--- src/hw/rtl/fpba_pkg.sv ---
package fpba_pkg;

    localparam int MAX_BLOCKS_DEF = 16;
    localparam int SIZE_BITS_DEF  = 16;

    localparam int FIELD_SIZE_W  = 16;
    localparam int FIELD_INDEX_W = 4;

    localparam int CFG_IDX_W  = 2;
    localparam int CFG_DATA_W = 8;

    localparam logic [CFG_IDX_W-1:0] CFG_BLOCK_COUNT = 2'd0;
    localparam logic [CFG_IDX_W-1:0] CFG_FIT_MODE    = 2'd1;

    localparam int BLOCK_COUNT_W = 5;
    localparam int FIT_MODE_W    = 2;

    localparam logic [BLOCK_COUNT_W-1:0] BLOCK_COUNT_RESET = 5'd16;

    localparam logic [FIT_MODE_W-1:0] FIT_FIRST = 2'd0;
    localparam logic [FIT_MODE_W-1:0] FIT_BEST  = 2'd1;
    localparam logic [FIT_MODE_W-1:0] FIT_WORST = 2'd2;

    localparam logic ACT_LOAD    = 1'b0;
    localparam logic ACT_REQUEST = 1'b1;

    typedef struct packed {
        logic                     action;
        logic [FIELD_INDEX_W-1:0] block_index;
        logic [FIELD_SIZE_W-1:0]  block_size;
        logic [FIELD_SIZE_W-1:0]  request_size;
    } in_item_t;

    typedef struct packed {
        logic                     granted;
        logic [FIELD_INDEX_W-1:0] chosen_block;
    } out_item_t;

endpackage

--- src/hw/rtl/fpba_ram.sv ---
module fpba_ram #(
    parameter int WIDTH = 16,
    parameter int DEPTH = 16
) (
    input  logic                     clk,
    input  logic                     we,
    input  logic [$clog2(DEPTH)-1:0] waddr,
    input  logic [WIDTH-1:0]         wdata,
    input  logic [$clog2(DEPTH)-1:0] raddr,
    output logic [WIDTH-1:0]         rdata
);

    logic [WIDTH-1:0] mem [DEPTH];

    always_ff @(posedge clk)
    begin
        if (we)
        begin
            mem[waddr] <= wdata;
        end
        rdata <= mem[raddr];
    end

endmodule

--- src/hw/rtl/fpba_ctrl.sv ---
module fpba_ctrl #(
    parameter int MAX_BLOCKS = fpba_pkg::MAX_BLOCKS_DEF,
    parameter int SIZE_BITS  = fpba_pkg::SIZE_BITS_DEF
) (
    input  logic                               clk,
    input  logic                               rst_n,
    input  logic                               in_valid,
    output logic                               in_stall,
    input  fpba_pkg::in_item_t                 in_item,
    output logic                               out_valid,
    input  logic                               out_stall,
    output fpba_pkg::out_item_t                out_item,
    input  logic [$clog2(MAX_BLOCKS+1)-1:0]    blk_count,
    input  logic [fpba_pkg::FIT_MODE_W-1:0]    fit_mode
);
    import fpba_pkg::*;

    localparam int CNT_W = $clog2(MAX_BLOCKS + 1);
    localparam int IDX_W = $clog2(MAX_BLOCKS);

    typedef enum logic [2:0] {
        S_IDLE,
        S_SCAN,
        S_DRAIN,
        S_FIN,
        S_EMIT
    } state_t;

    state_t                  state_reg,    state_next;
    logic [SIZE_BITS-1:0]    req_reg,      req_next;
    logic [FIT_MODE_W-1:0]   mode_reg,     mode_next;
    logic [CNT_W-1:0]        cnt_reg,      cnt_next;
    logic [CNT_W-1:0]        issue_reg,    issue_next;
    logic                    rd_pend_reg,  rd_pend_next;
    logic [IDX_W-1:0]        rd_idx_reg,   rd_idx_next;
    logic                    rd_vld_reg,   rd_vld_next;
    logic                    found_reg,    found_next;
    logic [IDX_W-1:0]        pick_reg,     pick_next;
    logic [SIZE_BITS-1:0]    best_reg,     best_next;
    logic                    out_valid_reg, out_valid_next;
    out_item_t               out_item_reg, out_item_next;
    logic [MAX_BLOCKS-1:0]   vld_reg,      vld_next;

    logic                    ram_we;
    logic [IDX_W-1:0]        ram_waddr;
    logic [SIZE_BITS-1:0]    ram_wdata;
    logic [IDX_W-1:0]        ram_raddr;
    logic [SIZE_BITS-1:0]    ram_rdata;

    logic                    in_xfer;
    logic [SIZE_BITS-1:0]    cand;
    logic                    fits;
    logic                    better;
    logic                    take;
    logic [CNT_W-1:0]        issue_inc;

    fpba_ram #(
        .WIDTH (SIZE_BITS),
        .DEPTH (MAX_BLOCKS)
    ) u_ram (
        .clk   (clk),
        .we    (ram_we),
        .waddr (ram_waddr),
        .wdata (ram_wdata),
        .raddr (ram_raddr),
        .rdata (ram_rdata)
    );

    assign in_stall  = (state_reg != S_IDLE);
    assign in_xfer   = in_valid && !in_stall;
    assign out_valid = out_valid_reg;
    assign out_item  = out_item_reg;
    assign ram_raddr = issue_reg[IDX_W-1:0];
    assign issue_inc = issue_reg + CNT_W'(1);

    // shared compare unit
    always_comb
    begin
        cand   = rd_vld_reg ? ram_rdata : '0;
        fits   = (cand >= req_reg);
        better = !found_reg
              || ((mode_reg == FIT_BEST)  && (cand < best_reg))
              || ((mode_reg == FIT_WORST) && (cand > best_reg));
        take   = rd_pend_reg && fits && better;
    end

    always_comb
    begin
        state_next     = state_reg;
        req_next       = req_reg;
        mode_next      = mode_reg;
        cnt_next       = cnt_reg;
        issue_next     = issue_reg;
        rd_pend_next   = 1'b0;
        rd_idx_next    = ram_raddr;
        rd_vld_next    = vld_reg[ram_raddr];
        found_next     = found_reg;
        pick_next      = pick_reg;
        best_next      = best_reg;
        out_valid_next = out_valid_reg && out_stall;
        out_item_next  = out_item_reg;
        vld_next       = vld_reg;
        ram_we         = 1'b0;
        ram_waddr      = pick_reg;
        ram_wdata      = best_reg - req_reg;

        if (take)
        begin
            found_next = 1'b1;
            pick_next  = rd_idx_reg;
            best_next  = cand;
        end

        unique case (state_reg)
            S_IDLE:
            begin
                if (in_xfer)
                begin
                    if (in_item.action == ACT_LOAD)
                    begin
                        if (32'(in_item.block_index) < MAX_BLOCKS)
                        begin
                            ram_we    = 1'b1;
                            ram_waddr = IDX_W'(in_item.block_index);
                            ram_wdata = SIZE_BITS'(in_item.block_size);
                        end
                    end
                    else
                    begin
                        req_next   = SIZE_BITS'(in_item.request_size);
                        mode_next  = fit_mode;
                        cnt_next   = blk_count;
                        issue_next = '0;
                        found_next = 1'b0;
                        state_next = (blk_count == '0) ? S_FIN : S_SCAN;
                    end
                end
            end
            S_SCAN:
            begin
                rd_pend_next = 1'b1;
                issue_next   = issue_inc;
                if (issue_inc == cnt_reg)
                begin
                    state_next = S_DRAIN;
                end
            end
            S_DRAIN:
            begin
                state_next = S_FIN;
            end
            S_FIN:
            begin
                ram_we     = found_reg;
                state_next = S_EMIT;
            end
            S_EMIT:
            begin
                if (!out_valid_reg || !out_stall)
                begin
                    out_valid_next             = 1'b1;
                    out_item_next.granted      = found_reg;
                    out_item_next.chosen_block = found_reg
                                               ? FIELD_INDEX_W'(pick_reg) : '0;
                    state_next                 = S_IDLE;
                end
            end
            default:
            begin
                state_next = S_IDLE;
            end
        endcase

        if (ram_we)
        begin
            vld_next[ram_waddr] = 1'b1;
        end
    end

    always_ff @(posedge clk or negedge rst_n)
    begin
        if (!rst_n)
        begin
            state_reg     <= S_IDLE;
            rd_pend_reg   <= 1'b0;
            found_reg     <= 1'b0;
            out_valid_reg <= 1'b0;
            out_item_reg  <= '0;
            vld_reg       <= '0;
            issue_reg     <= '0;
        end
        else
        begin
            state_reg     <= state_next;
            rd_pend_reg   <= rd_pend_next;
            found_reg     <= found_next;
            out_valid_reg <= out_valid_next;
            out_item_reg  <= out_item_next;
            vld_reg       <= vld_next;
            issue_reg     <= issue_next;
        end
    end

    always_ff @(posedge clk)
    begin
        req_reg      <= req_next;
        mode_reg     <= mode_next;
        cnt_reg      <= cnt_next;
        rd_idx_reg   <= rd_idx_next;
        rd_vld_reg   <= rd_vld_next;
        pick_reg     <= pick_next;
        best_reg     <= best_next;
    end

    a_best_fits: assert property (@(posedge clk) disable iff (!rst_n)
        (found_reg && (state_reg != S_IDLE)) |-> (best_reg >= req_reg))
        else $error("held pick smaller than request");

    a_scan_bound: assert property (@(posedge clk) disable iff (!rst_n)
        (state_reg == S_SCAN) |-> (issue_reg < cnt_reg))
        else $error("scan address beyond block count");

    a_pick_bound: assert property (@(posedge clk) disable iff (!rst_n)
        (state_reg == S_FIN && found_reg) |-> (32'(pick_reg) < 32'(cnt_reg)))
        else $error("pick outside searched blocks");

    a_req_busy: assert property (@(posedge clk) disable iff (!rst_n)
        (in_xfer && in_item.action == ACT_REQUEST) |=> in_stall)
        else $error("request transfer did not start a scan");

    a_drain_compare: assert property (@(posedge clk) disable iff (!rst_n)
        (state_reg == S_DRAIN) |-> rd_pend_reg)
        else $error("last read missing at drain");

endmodule

--- src/hw/rtl/fit_policy_block_allocator.sv ---
// Channel  | Direction | Handshake            | Payload
// in       | input     | in_valid / in_stall  | in_item  (action, index, sizes)
// out      | output    | out_valid / out_stall| out_item (granted, chosen_block)
// cfg      | input     | cfg_valid / cfg_ready| cfg_index, cfg_data
//
// A load writes the table on the transfer edge.
// A request scans the clamped block count: one read of the size memory per
// block through a single compare unit, then update and result. With a count
// of zero the scan is skipped.
// A result waits in the output register while out_stall is high; a new item is
// taken meanwhile, and the next request holds its result until that one leaves.
// Reset clears the per-block valid bits at once, so every size reads as zero.
module fit_policy_block_allocator #(
    parameter int MAX_BLOCKS = fpba_pkg::MAX_BLOCKS_DEF,
    parameter int SIZE_BITS  = fpba_pkg::SIZE_BITS_DEF
) (
    input  logic                            clk,
    input  logic                            rst_n,
    input  logic                            in_valid,
    output logic                            in_stall,
    input  fpba_pkg::in_item_t              in_item,
    output logic                            out_valid,
    input  logic                            out_stall,
    output fpba_pkg::out_item_t             out_item,
    input  logic                            cfg_valid,
    output logic                            cfg_ready,
    input  logic [fpba_pkg::CFG_IDX_W-1:0]  cfg_index,
    input  logic [fpba_pkg::CFG_DATA_W-1:0] cfg_data
);
    import fpba_pkg::*;

    localparam int CNT_W = $clog2(MAX_BLOCKS + 1);

    logic [BLOCK_COUNT_W-1:0] block_count_reg;
    logic [FIT_MODE_W-1:0]    fit_mode_reg;
    logic [CNT_W-1:0]         count_clamped;

    assign cfg_ready = 1'b1;

    always_ff @(posedge clk or negedge rst_n)
    begin
        if (!rst_n)
        begin
            block_count_reg <= BLOCK_COUNT_RESET;
            fit_mode_reg    <= FIT_FIRST;
        end
        else if (cfg_valid && cfg_ready)
        begin
            unique case (cfg_index)
                CFG_BLOCK_COUNT: block_count_reg <= cfg_data[BLOCK_COUNT_W-1:0];
                CFG_FIT_MODE:    fit_mode_reg    <= cfg_data[FIT_MODE_W-1:0];
                default:
                begin
                end
            endcase
        end
    end

    always_comb
    begin
        if (32'(block_count_reg) > MAX_BLOCKS)
        begin
            count_clamped = CNT_W'(MAX_BLOCKS);
        end
        else
        begin
            count_clamped = CNT_W'(block_count_reg);
        end
    end

    fpba_ctrl #(
        .MAX_BLOCKS (MAX_BLOCKS),
        .SIZE_BITS  (SIZE_BITS)
    ) u_ctrl (
        .clk       (clk),
        .rst_n     (rst_n),
        .in_valid  (in_valid),
        .in_stall  (in_stall),
        .in_item   (in_item),
        .out_valid (out_valid),
        .out_stall (out_stall),
        .out_item  (out_item),
        .blk_count (count_clamped),
        .fit_mode  (fit_mode_reg)
    );

endmodule
--- config.mk ---
export PLATFORM = sky130hd
export DESIGN_NAME = fit_policy_block_allocator
export DESIGN_NICKNAME = d
export VERILOG_FILES = /design/src/hw/rtl/fpba_pkg.sv /design/src/hw/rtl/fpba_ram.sv /design/src/hw/rtl/fpba_ctrl.sv /design/src/hw/rtl/fit_policy_block_allocator.sv
export SDC_FILE = /design/constraint.sdc
export NUM_CORES = 1
export LEC_CHECK = 0
export BUFFER_PORTS_ARGS = -buffer_cell sky130_fd_sc_hd__buf_2
export CORE_ASPECT_RATIO = 0.7
export CORE_MARGIN = 1.5
export CORE_UTILIZATION = 35
export DETAILED_ROUTE_END_ITERATION = 12
export GPL_TIMING_DRIVEN = 1
export SLEW_MARGIN = 10
export SYNTH_ARGS = -nofsm -noshare
export SYNTH_HDL_FRONTEND = slang
export SYNTH_SLANG_ARGS = --single-unit
--- constraint.sdc ---
create_clock -name clk -period 8.4 [get_ports clk]
set_input_delay 0 -clock clk [delete_from_list [all_inputs] [get_ports clk]]
set_output_delay 0 -clock clk [all_outputs]
set_load 0.03 [all_outputs]
==> out/qor.csv <==
stage,metric,value,unit
worst_setup_path,cp.arrival,3650,ps
route,routed_via_density,5.17,
logic_synthesis,synth_top_area_cell,edfxtp_1,
cells_and_area,final_layout_size_suffix_gt1_share,19.8,%
grt,first_global_vias,9015,
route,dr.pass1.iters,5,
sta,fin_skew,13.7,ps
floorplanning,die_y,178,um
sta,max_freq,292,MHz
floorplanning,die_w,253,um
cells_and_area,top_register,u_ctrl.u_ram.mem,
logic_synthesis,syn-mean-instance-area,15.0,um^2
clocking,ctsLongestPathBuffers,3,
logic_synthesis,synth-seq-cells,359,
clocking,insertion_delay,530,ps
logic_synthesis,synthTopCellsByArea,"edfxtp_1 59%, dfrtp_1 6.2%, mux4_2 5.0%",
place,place_congestion,0.853,
grt,grt_max_degree,61,
run,max-cap-violations,0,
sta,max_slew.worst_pin.slew,1170,ps
floorplanning,start_util,35.9,%
route,num_vias,9058,
sta,setup_violations,0,
worst_setup_path,cp_top_family,simple AND/OR/NAND/NOR gates,
worst_setup_path,worst-setup-path-type,reg -> reg,
cells_and_area,finalNetCount,1240,
place,portBuffers,55,
clocking,htree_levels,2,
sta,relSlewSlack,21.9,%
logic_synthesis,synth_top_area_share,58.6,%
grt,grt.overflow.total,0,
clocking,numCtsBuffers,34,
grt,antenna_found_initial,1,
logic_synthesis,syn-instance-count,1019,
floorplanning,rows,63,
power,irDropWorstVdd,0.000202,V
sta,finalHoldViolCount,0,
power,finalPower,5.47,mW
floorplanning,io_pins,60,
logic_synthesis,synthArstFlopShare,10.9,%
clocking,cts.sinks,359,
sta,drv_slew,0,
logic_synthesis,seq_area_frac_synth,67.7,%
power,p_comb_share,26.0,%
sta,fin_setup_tns,0,ps
worst_setup_path,end_kind,register,
power,p_int,3.75,mW
sta,rsz0062_at_grt,no,
clocking,cts_root_buf,clkbuf_16,
place,place_hpwl,23.4,mm
worst_setup_path,critPathBufInv,3,
logic_synthesis,syn-num-nets,1118,
sta,fin_crit,3430,ps
cells_and_area,syn_to_final_growth,17.1,%
floorplanning,core-area,0.0427,mm^2
worst_setup_path,required,8620,ps
run_status,status,completed,
logic_synthesis,synth_most_common_cell,edfxtp_1,
grt,grt_usage,16.2,%
worst_setup_path,worst_path_max_delay_cell,dlygate4sd3_1,
route,wl_per_cell,20.6,um
worst_setup_path,critPathMaxFanout,23,
worst_setup_path,path_common_cell,buf_4,
logic_synthesis,synth_edf_count,299,
route,drc,0,
power,p_per_area,305,mW/mm^2
clocking,cts_tree,done,
cells_and_area,largest_register_ffs,256,
route,ant_nets,0,
route,drt_iter0_drc,643,
worst_setup_path,worstSetupStartpointType,register,
floorplanning,die_area,0.0451,mm^2
route,wl,36.1,mm
grt,grt_pass1_wl,54.6,mm
power,p_seq_share,45.5,%
power,p_sw,1.71,mW
sta,post-route-period-util,40.8,%
logic_synthesis,synth.cell_area,0.0153,mm^2
logic_synthesis,yosysUniqueCellTypes,65,
cells_and_area,stdcell_count,1753,
clocking,path_clk_slew,60,ps
logic_synthesis,ys_top_cells_by_count,"299 x edfxtp_1, 73 x nand2_1, 57 x mux2i_1",
worst_setup_path,worstPathCellList,"or3_4, nor3b_2, buf_4, and3_1, dlygate4sd3_1, a31oi_2, nor2_2, buf_4",
power,p_clk_share,28.5,%
logic_synthesis,yosysWarnings,0,
worst_setup_path,max_stage_delay,560,ps
logic_synthesis,yosys_most_used_dff,edfxtp_1,
power,swShare,31.3,%
power,leakage,6.50,nW
worst_hold_path,min_path_type,in -> reg,
place,placedCellCount,1653,
cells in the final DEF (no fill, tap or decap), types with 6 or more instances in the layout:
master / count
buf_4: 34
dlygate4sd3_1: 36
dfxtp_1: 21
nor3b_1: 7
xor2_1: 10
nor2b_1: 8
a21o_1: 8
a221oi_1: 18
nand2_1: 73
a22oi_1: 17
mux4_2: 34
o21ai_0: 54
or2_1: 12
edfxtp_1: 299
o31ai_1: 7
ha_1: 46
clkbuf_16: 34
nor3_1: 10
a21oi_1: 50
xnor2_1: 6
clkbuf_1: 11
buf_2: 55
nand3_1: 14
inv_1: 41
mux2i_1: 57
nor2_2: 17
mux2_2: 19
nor2_1: 21
and2_1: 15
dfrtp_1: 36
final timing paths:
check                                           startpoint                           endpoint  slack (ps)  cells past startpoint
min in group asynchronous                            rst_n         u_ctrl.found_reg$_DFF_PN0_         140                      2
min                                            in_item[31]  u_ctrl.u_ram.mem[4][15]$_DFFE_PP_           9                      3
max in group asynchronous                            rst_n    u_ctrl.issue_reg[0]$_DFFE_PN0P_        7570                      2
max                        u_ctrl.state_reg[2]$_DFFE_PN0P_  u_ctrl.u_ram.mem[14][0]$_DFFE_PP_        4970                      8
max reg2reg                u_ctrl.state_reg[2]$_DFFE_PN0P_  u_ctrl.u_ram.mem[14][0]$_DFFE_PP_        4970                      8
min reg2reg                   u_ctrl.rd_idx_reg[2]$_DFF_P_       u_ctrl.pick_reg[2]$_DFFE_PP_         400                      0
what timing repair did:
action,in CTS,in global routing
hold endpoints to repair,66,0
gates resized for setup,0,0
hold buffers,36,0
buffers inserted,0,0
kinds of logic (layout without fill, tap and decap cells):
kind of cell / Yosys count / count (layout) / synth area share [%]
flops: 359 / 359 / 67.7
simple gates: 205 / 205 / 6.66
compound gates: 201 / 201 / 8.47
mux: 110 / 110 / 10.1
buf+inv: 80 / 228 / 2.20
fa+ha+maj: 47 / 47 / 3.89
xor+xnor: 16 / 16 / 0.915
other cells: 1 / 2 / 0.0245
layer usage:
metal	track usage, %	wire length [um]	vias to the layer above
met3	3.09	2320	45
met5	0	0	-
li1	-	-	4164
met2	23.6	15400	248
met1	25.0	17800	4601
met4	3.64	610	0
power groups by stage:
stage          logic, mW  registers [mW]  clock network (mW)
2_1_floorplan       1.03            2.40                   0
3_3_place_gp        1.36            2.53                   0
3_5_place_dp        1.39            2.53                   0
4_1_cts             1.42            2.49                1.58
5_1_grt             1.57            2.52                1.65
6_report            1.42            2.49                1.56
final cells by class:
| cell class | instances | area (um^2) |
|---|---|---|
| clock buffer | 48 | 933 |
| inverter | 41 | 154 |
| tap | 585 | 732 |
| sequential | 359 | 10400 |
| antenna | 1 | 2.50 |
| clock inverter | 14 | 175 |
| fill | 3871 | 24800 |
| multi-input combinational | 580 | 4670 |
| timing repair buffer | 125 | 891 |
per-stage QoR:
| stage | utilization, % | instance area, um^2 | setup WS (ps) | hold WS, ps |
|---|---|---|---|---|
| 2_1_floorplan | - | 15300 | 5500 | -296 |
| 3_3_place_gp | 38.5 | 16400 | 5140 | 165 |
| 3_5_place_dp | 38.5 | 16400 | 5110 | 176 |
| 4_1_cts | 41.9 | 17900 | 4940 | 0.168 |
| 5_1_grt | 42.0 | 17900 | 4770 | 23.0 |
| 6_report | 42.0 | 17900 | 4970 | 9.16 |
worst register-to-register path: stages, from the launching register on:
cell and delay [ps]:
dfrtp_1 470, or3_4 450, nor3b_2 160, buf_4 290, and3_1 200, dlygate4sd3_1 560
a31oi_2 80, nor2_2 560, buf_4 350
No activity file was read; power rests on OpenSTA's default activity.
